File: config.mk
export PLATFORM = sky130hd
export DESIGN_NAME = timestamp_wrap_extend_rescale_top
export DESIGN_NICKNAME = d
export VERILOG_FILES = /design/src/rtl/tswr_pkg.sv /design/src/rtl/tswr_alu.sv /design/src/rtl/timestamp_wrap_extend_rescale_top.sv
export SDC_FILE = /design/constraint.sdc
export NUM_CORES = 2
export LEC_CHECK = 0
export BUFFER_PORTS_ARGS = -buffer_cell sky130_fd_sc_hd__buf_2
export CAP_MARGIN = 0
export CORE_ASPECT_RATIO = 0.5
export CORE_UTILIZATION = 56
export CTS_BUF_LIST = sky130_fd_sc_hd__clkbuf_2
export CTS_CLUSTER_SIZE = 28
export DETAILED_ROUTE_END_ITERATION = 8
export PLACE_DENSITY = 0.84
export SYNTH_ARGS = -nofsm -noshare
export SYNTH_HDL_FRONTEND = slang
export SYNTH_SLANG_ARGS = --single-unit
File: constraint.sdc
create_clock -name clock -period 8.5 [get_ports clock]
set_input_delay 2.55 -clock clock [delete_from_list [all_inputs] [get_ports clock]]
set_output_delay 2.55 -clock clock [all_outputs]
set_load 0.005 [all_outputs]
File: src/rtl/tswr_pkg.sv
package tswr_pkg;

   localparam logic [2:0] FUNC_STEP      = 3'd0;
   localparam logic [2:0] FUNC_SET_SCALE = 3'd1;
   localparam logic [2:0] FUNC_RESCALE   = 3'd2;
   localparam logic [2:0] FUNC_SET_CLOCK = 3'd3;
   localparam logic [2:0] FUNC_READ      = 3'd4;

   localparam logic REG_WRAP_THR     = 1'b0;
   localparam logic REG_MISORDER_THR = 1'b1;

   localparam logic [31:0] THR_RESET    = 32'h8000_0000;
   localparam logic [31:0] NATIVE_RESET = 32'd1;

   localparam int unsigned MUL_STEPS = 32;
   localparam int unsigned DIV_STEPS = 64;
   localparam int unsigned CNT_W     = $clog2(DIV_STEPS);
   localparam logic [CNT_W-1:0] MUL_LAST = CNT_W'(MUL_STEPS - 1);
   localparam logic [CNT_W-1:0] DIV_LAST = CNT_W'(DIV_STEPS - 1);
   localparam logic [CNT_W-1:0] CNT_ONE  = CNT_W'(1);

   typedef enum logic [1:0] {
      ALU_MUL = 2'd0,
      ALU_DIV = 2'd1,
      ALU_ADD = 2'd2
   } alu_op_type;

   typedef struct packed {
      logic [2:0]  func;
      logic [31:0] ts_value;
      logic [31:0] src_wrap;
      logic [31:0] in_scale;
      logic [31:0] out_scale;
   } req_payload_type;

   typedef struct packed {
      logic [31:0] result_value;
      logic        accepted;
      logic        status;
   } rsp_payload_type;

   typedef struct packed {
      logic        start;
      alu_op_type  op;
      logic [63:0] opnd_a;
      logic [31:0] opnd_b;
   } alu_cmd_type;

   typedef struct packed {
      logic        done;
      logic [63:0] value;
      logic [31:0] rem;
   } alu_rsp_type;

endpackage

File: src/rtl/tswr_alu.sv
module tswr_alu (
   input  logic                  clock,
   input  logic                  reset,
   input  tswr_pkg::alu_cmd_type cmd,
   output tswr_pkg::alu_rsp_type rsp
);

   logic                       busy_ff, busy_in;
   logic                       done_ff, done_in;
   tswr_pkg::alu_op_type       op_ff, op_in;
   logic [63:0]                acc_ff, acc_in;
   logic [63:0]                mcand_ff, mcand_in;
   logic [31:0]                opb_ff, opb_in;
   logic [31:0]                rem_ff, rem_in;
   logic [tswr_pkg::CNT_W-1:0] cnt_ff, cnt_in;

   logic [32:0] remsh;
   logic [63:0] add_a;
   logic [63:0] add_b;
   logic        cin;
   logic [64:0] sum;
   logic        fit;

   always_comb begin
      remsh = {rem_ff, acc_ff[63]};
      case (op_ff)
         tswr_pkg::ALU_MUL: begin
            add_a = {acc_ff[62:0], 1'b0};
            add_b = opb_ff[31] ? mcand_ff : 64'd0;
            cin   = 1'b0;
         end
         tswr_pkg::ALU_DIV: begin
            add_a = {31'd0, remsh};
            add_b = ~{32'd0, opb_ff};
            cin   = 1'b1;
         end
         default: begin
            add_a = acc_ff;
            add_b = {32'd0, opb_ff};
            cin   = 1'b0;
         end
      endcase
      sum = {1'b0, add_a} + {1'b0, add_b} + {64'd0, cin};
      fit = sum[64];
   end

   always_comb begin
      busy_in  = busy_ff;
      done_in  = 1'b0;
      op_in    = op_ff;
      acc_in   = acc_ff;
      mcand_in = mcand_ff;
      opb_in   = opb_ff;
      rem_in   = rem_ff;
      cnt_in   = cnt_ff;
      if (busy_ff) begin
         case (op_ff)
            tswr_pkg::ALU_MUL: begin
               acc_in = sum[63:0];
               opb_in = {opb_ff[30:0], 1'b0};
            end
            tswr_pkg::ALU_DIV: begin
               rem_in = fit ? sum[31:0] : remsh[31:0];
               acc_in = {acc_ff[62:0], fit};
            end
            default: begin
               acc_in = sum[63:0];
            end
         endcase
         cnt_in = cnt_ff - tswr_pkg::CNT_ONE;
         if (cnt_ff == '0) begin
            busy_in = 1'b0;
            done_in = 1'b1;
         end
      end else if (cmd.start) begin
         busy_in = 1'b1;
         op_in   = cmd.op;
         opb_in  = cmd.opnd_b;
         case (cmd.op)
            tswr_pkg::ALU_MUL: begin
               acc_in   = 64'd0;
               mcand_in = cmd.opnd_a;
               cnt_in   = tswr_pkg::MUL_LAST;
            end
            tswr_pkg::ALU_DIV: begin
               acc_in = cmd.opnd_a;
               rem_in = 32'd0;
               cnt_in = tswr_pkg::DIV_LAST;
            end
            default: begin
               acc_in = cmd.opnd_a;
               cnt_in = '0;
            end
         endcase
      end
   end

   always_ff @(posedge clock) begin
      if (reset) begin
         busy_ff <= 1'b0;
         done_ff <= 1'b0;
      end else begin
         busy_ff <= busy_in;
         done_ff <= done_in;
      end
      op_ff    <= op_in;
      acc_ff   <= acc_in;
      mcand_ff <= mcand_in;
      opb_ff   <= opb_in;
      rem_ff   <= rem_in;
      cnt_ff   <= cnt_in;
   end

   assign rsp.done  = done_ff;
   assign rsp.value = acc_ff;
   assign rsp.rem   = rem_ff;

endmodule

File: src/rtl/timestamp_wrap_extend_rescale_top.sv
// Timestamp clock with a 32-bit stamp, a wrap count and a native timescale. One request is
// taken at a time; req_stall stays high until its beat has been handed to the result register,
// which can hold one finished beat while the next request is taken. Multiplies, divides and
// bias adds run on a single shared 64-bit add/subtract unit, a multiply by shift-add and a
// divide by restoring division, one quotient bit per cycle. A step with input scaling runs
// multiply, divide, multiply, divide; a step in native units multiply, divide; set-from-scale
// multiply, bias add, divide, divide; rescale and set-from-clock multiply, divide, divide;
// read-converted multiply, bias add, divide; a refused or unused operation runs none.
// Configuration registers: wrap limit at 0x0 and misorder limit at 0x4, both resetting to 0x80000000.
module timestamp_wrap_extend_rescale_top (
   input  logic                      clock,
   input  logic                      reset,
   input  logic                      req_valid,
   output logic                      req_stall,
   input  tswr_pkg::req_payload_type req_data,
   output logic                      rsp_valid,
   input  logic                      rsp_stall,
   output tswr_pkg::rsp_payload_type rsp_data,
   input  logic                      csr_psel,
   input  logic                      csr_penable,
   input  logic                      csr_pwrite,
   input  logic [2:0]                csr_paddr,
   input  logic [31:0]               csr_pwdata,
   output logic [31:0]               csr_prdata,
   output logic                      csr_pready
);

   typedef enum logic [7:0] {
      ST_IDLE = 8'b0000_0001,
      ST_MUL1 = 8'b0000_0010,
      ST_BIAS = 8'b0000_0100,
      ST_DIV1 = 8'b0000_1000,
      ST_MUL2 = 8'b0001_0000,
      ST_DIV2 = 8'b0010_0000,
      ST_MOD  = 8'b0100_0000,
      ST_RESP = 8'b1000_0000
   } state_type;

   state_type                 state_ff, state_in;
   logic                      rsp_valid_ff, rsp_valid_in;
   tswr_pkg::rsp_payload_type rsp_data_ff, rsp_data_in;
   tswr_pkg::rsp_payload_type res_ff, res_in;
   logic [31:0]               stamp_ff, stamp_in;
   logic [31:0]               wrap_ff, wrap_in;
   logic [31:0]               native_ff, native_in;
   logic [31:0]               wthr_ff, wthr_in;
   logic [31:0]               mthr_ff, mthr_in;
   logic [2:0]                func_ff, func_in;
   logic [31:0]               iscale_ff, iscale_in;
   logic [31:0]               oscale_ff, oscale_in;
   logic [31:0]               v_ff, v_in;
   logic [31:0]               qlo_ff, qlo_in;

   tswr_pkg::alu_cmd_type alu_cmd;
   tswr_pkg::alu_rsp_type alu_rsp;

   logic        csr_wr;
   logic        known;
   logic        err;
   logic [63:0] mul_a;
   logic [31:0] mul_b;
   logic [31:0] divisor1;
   logic [31:0] diff;
   logic [31:0] wrap_next;
   logic        take;

   tswr_alu u_alu (
      .clock (clock),
      .reset (reset),
      .cmd   (alu_cmd),
      .rsp   (alu_rsp)
   );

   always_comb begin
      known = (req_data.func == tswr_pkg::FUNC_STEP) || (req_data.func == tswr_pkg::FUNC_SET_SCALE)
           || (req_data.func == tswr_pkg::FUNC_RESCALE)
           || (req_data.func == tswr_pkg::FUNC_SET_CLOCK)
           || (req_data.func == tswr_pkg::FUNC_READ);
      err = known && ((native_ff == 32'd0)
         || (((req_data.func == tswr_pkg::FUNC_SET_SCALE)
           || (req_data.func == tswr_pkg::FUNC_SET_CLOCK)) && (req_data.in_scale == 32'd0))
         || ((req_data.func == tswr_pkg::FUNC_RESCALE) && (req_data.out_scale == 32'd0)));
      case (req_data.func)
         tswr_pkg::FUNC_RESCALE: begin
            mul_a = {wrap_ff, stamp_ff};
            mul_b = req_data.out_scale;
         end
         tswr_pkg::FUNC_SET_CLOCK: begin
            mul_a = {req_data.src_wrap, req_data.ts_value};
            mul_b = native_ff;
         end
         tswr_pkg::FUNC_READ: begin
            mul_a = {32'd0, stamp_ff};
            mul_b = req_data.out_scale;
         end
         default: begin
            mul_a = {32'd0, req_data.ts_value};
            mul_b = native_ff;
         end
      endcase
      divisor1 = ((func_ff == tswr_pkg::FUNC_RESCALE) || (func_ff == tswr_pkg::FUNC_READ))
               ? native_ff : iscale_ff;
      diff      = v_ff - stamp_ff;
      wrap_next = wrap_ff + 32'd1;
      if (wrap_next >= native_ff) begin
         wrap_next = 32'd0;
      end
      take = (v_ff < stamp_ff) ? (diff < wthr_ff) : (diff < mthr_ff);
   end

   assign csr_wr = csr_psel && csr_penable && csr_pwrite && csr_pready;

   always_comb begin
      state_in     = state_ff;
      rsp_valid_in = rsp_valid_ff;
      rsp_data_in  = rsp_data_ff;
      res_in       = res_ff;
      stamp_in     = stamp_ff;
      wrap_in      = wrap_ff;
      native_in    = native_ff;
      wthr_in      = wthr_ff;
      mthr_in      = mthr_ff;
      func_in      = func_ff;
      iscale_in    = iscale_ff;
      oscale_in    = oscale_ff;
      v_in         = v_ff;
      qlo_in       = qlo_ff;
      alu_cmd      = '0;

      if (csr_wr) begin
         if (csr_paddr[2] == tswr_pkg::REG_WRAP_THR) begin
            wthr_in = csr_pwdata;
         end else begin
            mthr_in = csr_pwdata;
         end
      end

      if (rsp_valid_ff && !rsp_stall) begin
         rsp_valid_in = 1'b0;
      end

      case (state_ff)
         ST_IDLE: begin
            if (req_valid) begin
               func_in   = req_data.func;
               iscale_in = req_data.in_scale;
               oscale_in = req_data.out_scale;
               res_in    = '0;
               if (!known || err) begin
                  res_in.status = err;
                  state_in      = ST_RESP;
               end else if ((req_data.func == tswr_pkg::FUNC_STEP)
                         && (req_data.in_scale == 32'd0)) begin
                  v_in           = req_data.ts_value;
                  alu_cmd.start  = 1'b1;
                  alu_cmd.op     = tswr_pkg::ALU_MUL;
                  alu_cmd.opnd_a = {32'd0, req_data.ts_value - stamp_ff};
                  alu_cmd.opnd_b = req_data.out_scale;
                  state_in       = ST_MUL2;
               end else begin
                  alu_cmd.start  = 1'b1;
                  alu_cmd.op     = tswr_pkg::ALU_MUL;
                  alu_cmd.opnd_a = mul_a;
                  alu_cmd.opnd_b = mul_b;
                  state_in       = ST_MUL1;
               end
            end
         end
         ST_MUL1: begin
            if (alu_rsp.done) begin
               alu_cmd.start  = 1'b1;
               alu_cmd.opnd_a = alu_rsp.value;
               if (func_ff == tswr_pkg::FUNC_SET_SCALE) begin
                  alu_cmd.op     = tswr_pkg::ALU_ADD;
                  alu_cmd.opnd_b = iscale_ff - 32'd1;
                  state_in       = ST_BIAS;
               end else if (func_ff == tswr_pkg::FUNC_READ) begin
                  alu_cmd.op     = tswr_pkg::ALU_ADD;
                  alu_cmd.opnd_b = native_ff - 32'd1;
                  state_in       = ST_BIAS;
               end else begin
                  alu_cmd.op     = tswr_pkg::ALU_DIV;
                  alu_cmd.opnd_b = divisor1;
                  state_in       = ST_DIV1;
               end
            end
         end
         ST_BIAS: begin
            if (alu_rsp.done) begin
               alu_cmd.start  = 1'b1;
               alu_cmd.op     = tswr_pkg::ALU_DIV;
               alu_cmd.opnd_a = alu_rsp.value;
               alu_cmd.opnd_b = divisor1;
               state_in       = ST_DIV1;
            end
         end
         ST_DIV1: begin
            if (alu_rsp.done) begin
               if (func_ff == tswr_pkg::FUNC_STEP) begin
                  v_in           = alu_rsp.value[31:0];
                  alu_cmd.start  = 1'b1;
                  alu_cmd.op     = tswr_pkg::ALU_MUL;
                  alu_cmd.opnd_a = {32'd0, alu_rsp.value[31:0] - stamp_ff};
                  alu_cmd.opnd_b = oscale_ff;
                  state_in       = ST_MUL2;
               end else if (func_ff == tswr_pkg::FUNC_READ) begin
                  res_in.result_value = alu_rsp.value[31:0];
                  state_in            = ST_RESP;
               end else begin
                  qlo_in         = alu_rsp.value[31:0];
                  alu_cmd.start  = 1'b1;
                  alu_cmd.op     = tswr_pkg::ALU_DIV;
                  alu_cmd.opnd_a = {32'd0, alu_rsp.value[63:32]};
                  alu_cmd.opnd_b = (func_ff == tswr_pkg::FUNC_RESCALE) ? oscale_ff : native_ff;
                  state_in       = ST_MOD;
               end
            end
         end
         ST_MUL2: begin
            if (alu_rsp.done) begin
               alu_cmd.start  = 1'b1;
               alu_cmd.op     = tswr_pkg::ALU_DIV;
               alu_cmd.opnd_a = alu_rsp.value;
               alu_cmd.opnd_b = native_ff;
               state_in       = ST_DIV2;
            end
         end
         ST_DIV2: begin
            if (alu_rsp.done) begin
               if (take) begin
                  stamp_in            = v_ff;
                  res_in.result_value = alu_rsp.value[31:0];
                  res_in.accepted     = 1'b1;
                  if (v_ff < stamp_ff) begin
                     wrap_in = wrap_next;
                  end
               end
               state_in = ST_RESP;
            end
         end
         ST_MOD: begin
            if (alu_rsp.done) begin
               wrap_in  = alu_rsp.rem;
               stamp_in = qlo_ff;
               if (func_ff == tswr_pkg::FUNC_RESCALE) begin
                  native_in = oscale_ff;
               end
               state_in = ST_RESP;
            end
         end
         ST_RESP: begin
            if (!rsp_valid_ff || !rsp_stall) begin
               rsp_valid_in = 1'b1;
               rsp_data_in  = res_ff;
               state_in     = ST_IDLE;
            end
         end
         default: begin
            state_in = ST_IDLE;
         end
      endcase
   end

   always_ff @(posedge clock) begin
      if (reset) begin
         state_ff     <= ST_IDLE;
         rsp_valid_ff <= 1'b0;
         stamp_ff     <= 32'd0;
         wrap_ff      <= 32'd0;
         native_ff    <= tswr_pkg::NATIVE_RESET;
         wthr_ff      <= tswr_pkg::THR_RESET;
         mthr_ff      <= tswr_pkg::THR_RESET;
      end else begin
         state_ff     <= state_in;
         rsp_valid_ff <= rsp_valid_in;
         stamp_ff     <= stamp_in;
         wrap_ff      <= wrap_in;
         native_ff    <= native_in;
         wthr_ff      <= wthr_in;
         mthr_ff      <= mthr_in;
      end
      rsp_data_ff <= rsp_data_in;
      res_ff      <= res_in;
      func_ff     <= func_in;
      iscale_ff   <= iscale_in;
      oscale_ff   <= oscale_in;
      v_ff        <= v_in;
      qlo_ff      <= qlo_in;
   end

   assign req_stall  = (state_ff != ST_IDLE);
   assign rsp_valid  = rsp_valid_ff;
   assign rsp_data   = rsp_data_ff;
   assign csr_pready = 1'b1;
   assign csr_prdata = (csr_paddr[2] == tswr_pkg::REG_WRAP_THR) ? wthr_ff : mthr_ff;

endmodule

==> flow_summary.yaml <==
outcome:
  status: "finished, violations left"
  violations: "capacitance limit, slew limit"
timing:
  rsz0062_at_grt: "false"
  slew_violations: 2
  tightest_slew_ns: 1.533
  post-route-period-util_pct: 84.15
  finalSetupViolCount: 0
  finalSetupTns_ns: 0
  slew-limit-headroom_pct: -3.290
  finalHoldViolCount: 0
  hold_slack_ns: 0.3839
  period_minus_slack_ns: 7.153
  skew_ns: 0.1422
  fmax_mhz: 139.8
cts:
  cts_made_buffers: 138
  clkTransAtPathRegs_ns: 0.14
  clock_path_buffers: 3
  cts_resized: 0
  cts.htree.levels: 4
  clock_sinks: 570
  clk-insertion-delay-late_ns: 1.48
  hold_buffers: 0
  cts_tree: "built"
  cts-root-buf: "clkbuf_2"
  cts_setup_buffers: 0
synthesis:
  synth.net_count: 5456
  netlist_area_um2: 41990
  synth_top_cell_area_share_pct: 28.53
  avgSynthCellArea_um2: 8.362
  ys.flop_type: "edfxtp_1"
  ys_ff_latch: 570
  synth_top_area_cell: "edfxtp_1"
  synthDistinctLibCells: 88
  yosys_warnings: 0
  netlist_instances: 5022
  yosys-top-cells-area: "edfxtp_1 (29%), dfxtp_1 (8.2%), nand2_1 (7.8%)"
  synthArstFlopShare_pct: 0
  synth_edf_count: 399
  ys_seq_area_share_pct: 36.69
setup_path:
  regToRegEndpoint: "stamp_ff[6]"
  worstPathCellList: "inv_1 -> ha_1 -> nor2b_1 -> o21a_1 -> o21ai_0 -> a211o_1 -> a21oi_1 -> o31a_1 -> o311ai_0 -> o311ai_0 -> ha_1 -> nand4_1 -> nor4_1 -> o31ai_1 -> a21oi_1 -> nor3_1 -> and3_1 -> buf_4 -> or2_1 -> buf_4 -> a211oi_1"
  rr_startpoint: "stamp_ff[1]"
  cp_slowest_cell: "o311ai_0"
  startpoint: "stamp_ff[1]"
  crit_buf_inv: 3
  arrival_ns: 8.45
  r2r_setup_slack_ns: 1.35
  cp.required_ns: 9.80
  worstSetupEndpointType: "flop"
  start_kind: "flop"
  critPathMaxStageDelay_ns: 0.83
  crit_type: "flop to flop"
  cp_top_family: "compound AO/OA/AOI/OAI gates"
  reg2reg_depth: 21
  worstPathMaxFanout: 33
grt:
  grt_start_max_net_pins: 103
  grtUsageTotal_pct: 42.08
  grt_antenna_before_repair: 15
  grt_first_pass_wirelength_mm: 242.4
  first_global_vias: 39090
  overflow: 0
job:
  cap_violations: 1
floorplanning:
  dieHeight_um: 195.6
  num_rows: 70
  dieArea_um2: 76150
  core-area_um2: 73660
  start_util_pct: 57.01
  die_x_um: 389.3
  io_pins: 242
place:
  dpl.hpwl_mm: 121.2
  dp_cells: 6031
  port_buffers: 238
  globalplace.congestion: 1.034
cells_and_area:
  layout_commonest_cell: "nand2_1"
  synthToLayoutAreaGrowth_pct: 8.084
  final_cell_mix: "nand2_1 (873), a21oi_1 (432), edfxtp_1 (399)"
  layout-drive-gt1-share_pct: 11.92
  nets: 5597
  fin_cells: 6290
  fillers: 6460
pwr:
  irDropWorstVdd_v: 0.0001031
  leakage_uw: 0.01754
  p_switching_uw: 3030
  sw_frac_of_total_pct: 38.87
  comb_power_share_pct: 27.7
  fin_total_pwr_uw: 7796
  power.share.sequential_pct: 44.9
  p_int_uw: 4766
  powerDensity_nw_per_um2: 171.8
  p_clk_share_pct: 27.4
min_path:
  hold_start: "res_ff[30]"
  hold_path_end: "rsp_data[30]"
  worstHoldPathType: "flop to flop"
  whs_path_depth: 0
route:
  vias_per_cell: 6.724
  num_vias: 42290
  avgRoutedWirePerCell_um: 26.18
  drtAntennaViolNets: 0
  drc: 0
  finalWirelength_mm: 164.7
  first_pass_iters: 6
  first_iter_violations: 5864
-- worst max-delay path by stage --
stage / endpoint / cells after the start
floorplan: u_alu.mcand_ff[0] / 6
global placement: u_alu.busy_ff / 12
detailed placement: stamp_ff[3] / 21
CTS: stamp_ff[29] / 21
global route: stamp_ff[31] / 25
finish: stamp_ff[6] / 21
-- worst reg2reg max path: stages (launching register included) --
cell      delay (ns)
dfxtp_1         0.44
inv_1           0.22
ha_1            0.35
nor2b_1         0.14
o21a_1          0.20
o21ai_0         0.32
a211o_1         0.29
a21oi_1         0.14
o31a_1          0.34
o311ai_0        0.84
o311ai_0        0.54
ha_1            0.54
nand4_1         0.10
nor4_1          0.24
o31ai_1         0.12
a21oi_1         0.50
nor3_1          0.12
and3_1          0.22
buf_4           0.26
or2_1           0.48
buf_4           0.32
a211oi_1        0.30
-- registers in the layout (all words and copies together) (netlist names), 34 cells and up --
register,count
res_ff,34
rsp_data,34
u_alu.acc_ff,64
u_alu.mcand_ff,64
-- synthesized netlist by cell type, types with 10 or more instances --
| cell type | count |
|---|---|
| a2111oi_0 | 11 |
| a211o_1 | 11 |
| a211oi_1 | 65 |
| a21boi_0 | 10 |
| a21o_1 | 91 |
| a21oi_1 | 435 |
| a221o_1 | 16 |
| a221oi_1 | 78 |
| a22o_1 | 11 |
| a22oi_1 | 30 |
| a31oi_1 | 58 |
| a32oi_1 | 10 |
| and2_1 | 57 |
| and3_1 | 28 |
| and4_1 | 14 |
| buf_1 | 24 |
| buf_2 | 13 |
| clkbuf_1 | 272 |
| dfxtp_1 | 171 |
| edfxtp_1 | 399 |
| ha_1 | 256 |
| inv_1 | 245 |
| mux2i_1 | 188 |
| nand2_1 | 873 |
| nand2b_1 | 27 |
| nand3_1 | 78 |
| nand4_1 | 56 |
| nor2_1 | 295 |
| nor2b_1 | 25 |
| nor3_1 | 132 |
| nor3b_1 | 13 |
| nor4_1 | 45 |
| o211ai_1 | 42 |
| o21a_1 | 46 |
| o21ai_0 | 355 |
| o21bai_1 | 26 |
| o221ai_1 | 36 |
| o22ai_1 | 29 |
| o31a_1 | 10 |
| o31ai_1 | 48 |
| or2_2 | 20 |
| or3_1 | 23 |
| or4_1 | 11 |
| xnor2_1 | 132 |
| xor2_1 | 66 |
-- cells by family (layout without fill, tap and decap cells) --
| logic type | count (synthesis) | in the layout | share of synthesized area (%) |
|---|---|---|---|
| adder cells (fa/ha/maj) | 261 | 261 | 7.866 |
| XOR/XNOR | 198 | 198 | 4.130 |
| other | 1 | 7 | 0.008930 |
| AO/OA/AOI/OAI | 1512 | 1512 | 23.11 |
| AND/OR/NAND/NOR | 1721 | 1721 | 18.35 |
| flip-flops | 570 | 570 | 36.69 |
| buffers and inverters | 562 | 816 | 5.125 |
| multiplexers | 197 | 197 | 4.723 |
-- stage by stage --
step / util (%) / instance area, um^2 / setup slack (ns)
after floorplan: - / 41990 / 1.211
after global placement: 59.69 / 43970 / 1.831
after detailed placement: 59.69 / 43970 / 1.749
after CTS: 61.60 / 45370 / 1.635
after global routing: 61.60 / 45370 / 1.216
final: 61.62 / 45390 / 1.347
-- layer usage --
layer,wire (um),vias to the layer above,track usage [%]
met1,65420,19880,57.17
met5,100,-,0
met3,25570,523,15.91
met4,6988,14,17.05
met2,66590,3084,59.92
li1,-,18790,-
-- cell type report --
| class | count | area, um^2 | area share (%) |
|---|---|---|---|
| Multi-Input combinational cell | 3890 | 24580 | 54.16 |
| Sequential cell | 570 | 15410 | 33.95 |
| Timing Repair Buffer | 315 | 1784 | 3.931 |
| Tap cell | 1008 | 1261 | 2.779 |
| Clock buffer | 205 | 1026 | 2.261 |
| Inverter | 248 | 930.9 | 2.051 |
| Clock inverter | 48 | 379.1 | 0.8353 |
| Antenna cell | 6 | 15.01 | 0.03308 |
-- power groups by stage --
| stage | combinational [uW] | sequential [uW] | clock [uW] |
|---|---|---|---|
| after global placement | 2040 | 3530 | 0 |
| after detailed placement | 2070 | 3540 | 0 |
| after floorplan | 1410 | 3390 | 0 |
| after CTS | 2080 | 3470 | 2140 |
| final | 2160 | 3500 | 2140 |
| after global routing | 2300 | 3500 | 2260 |
Power figures use the tool's default switching activity.
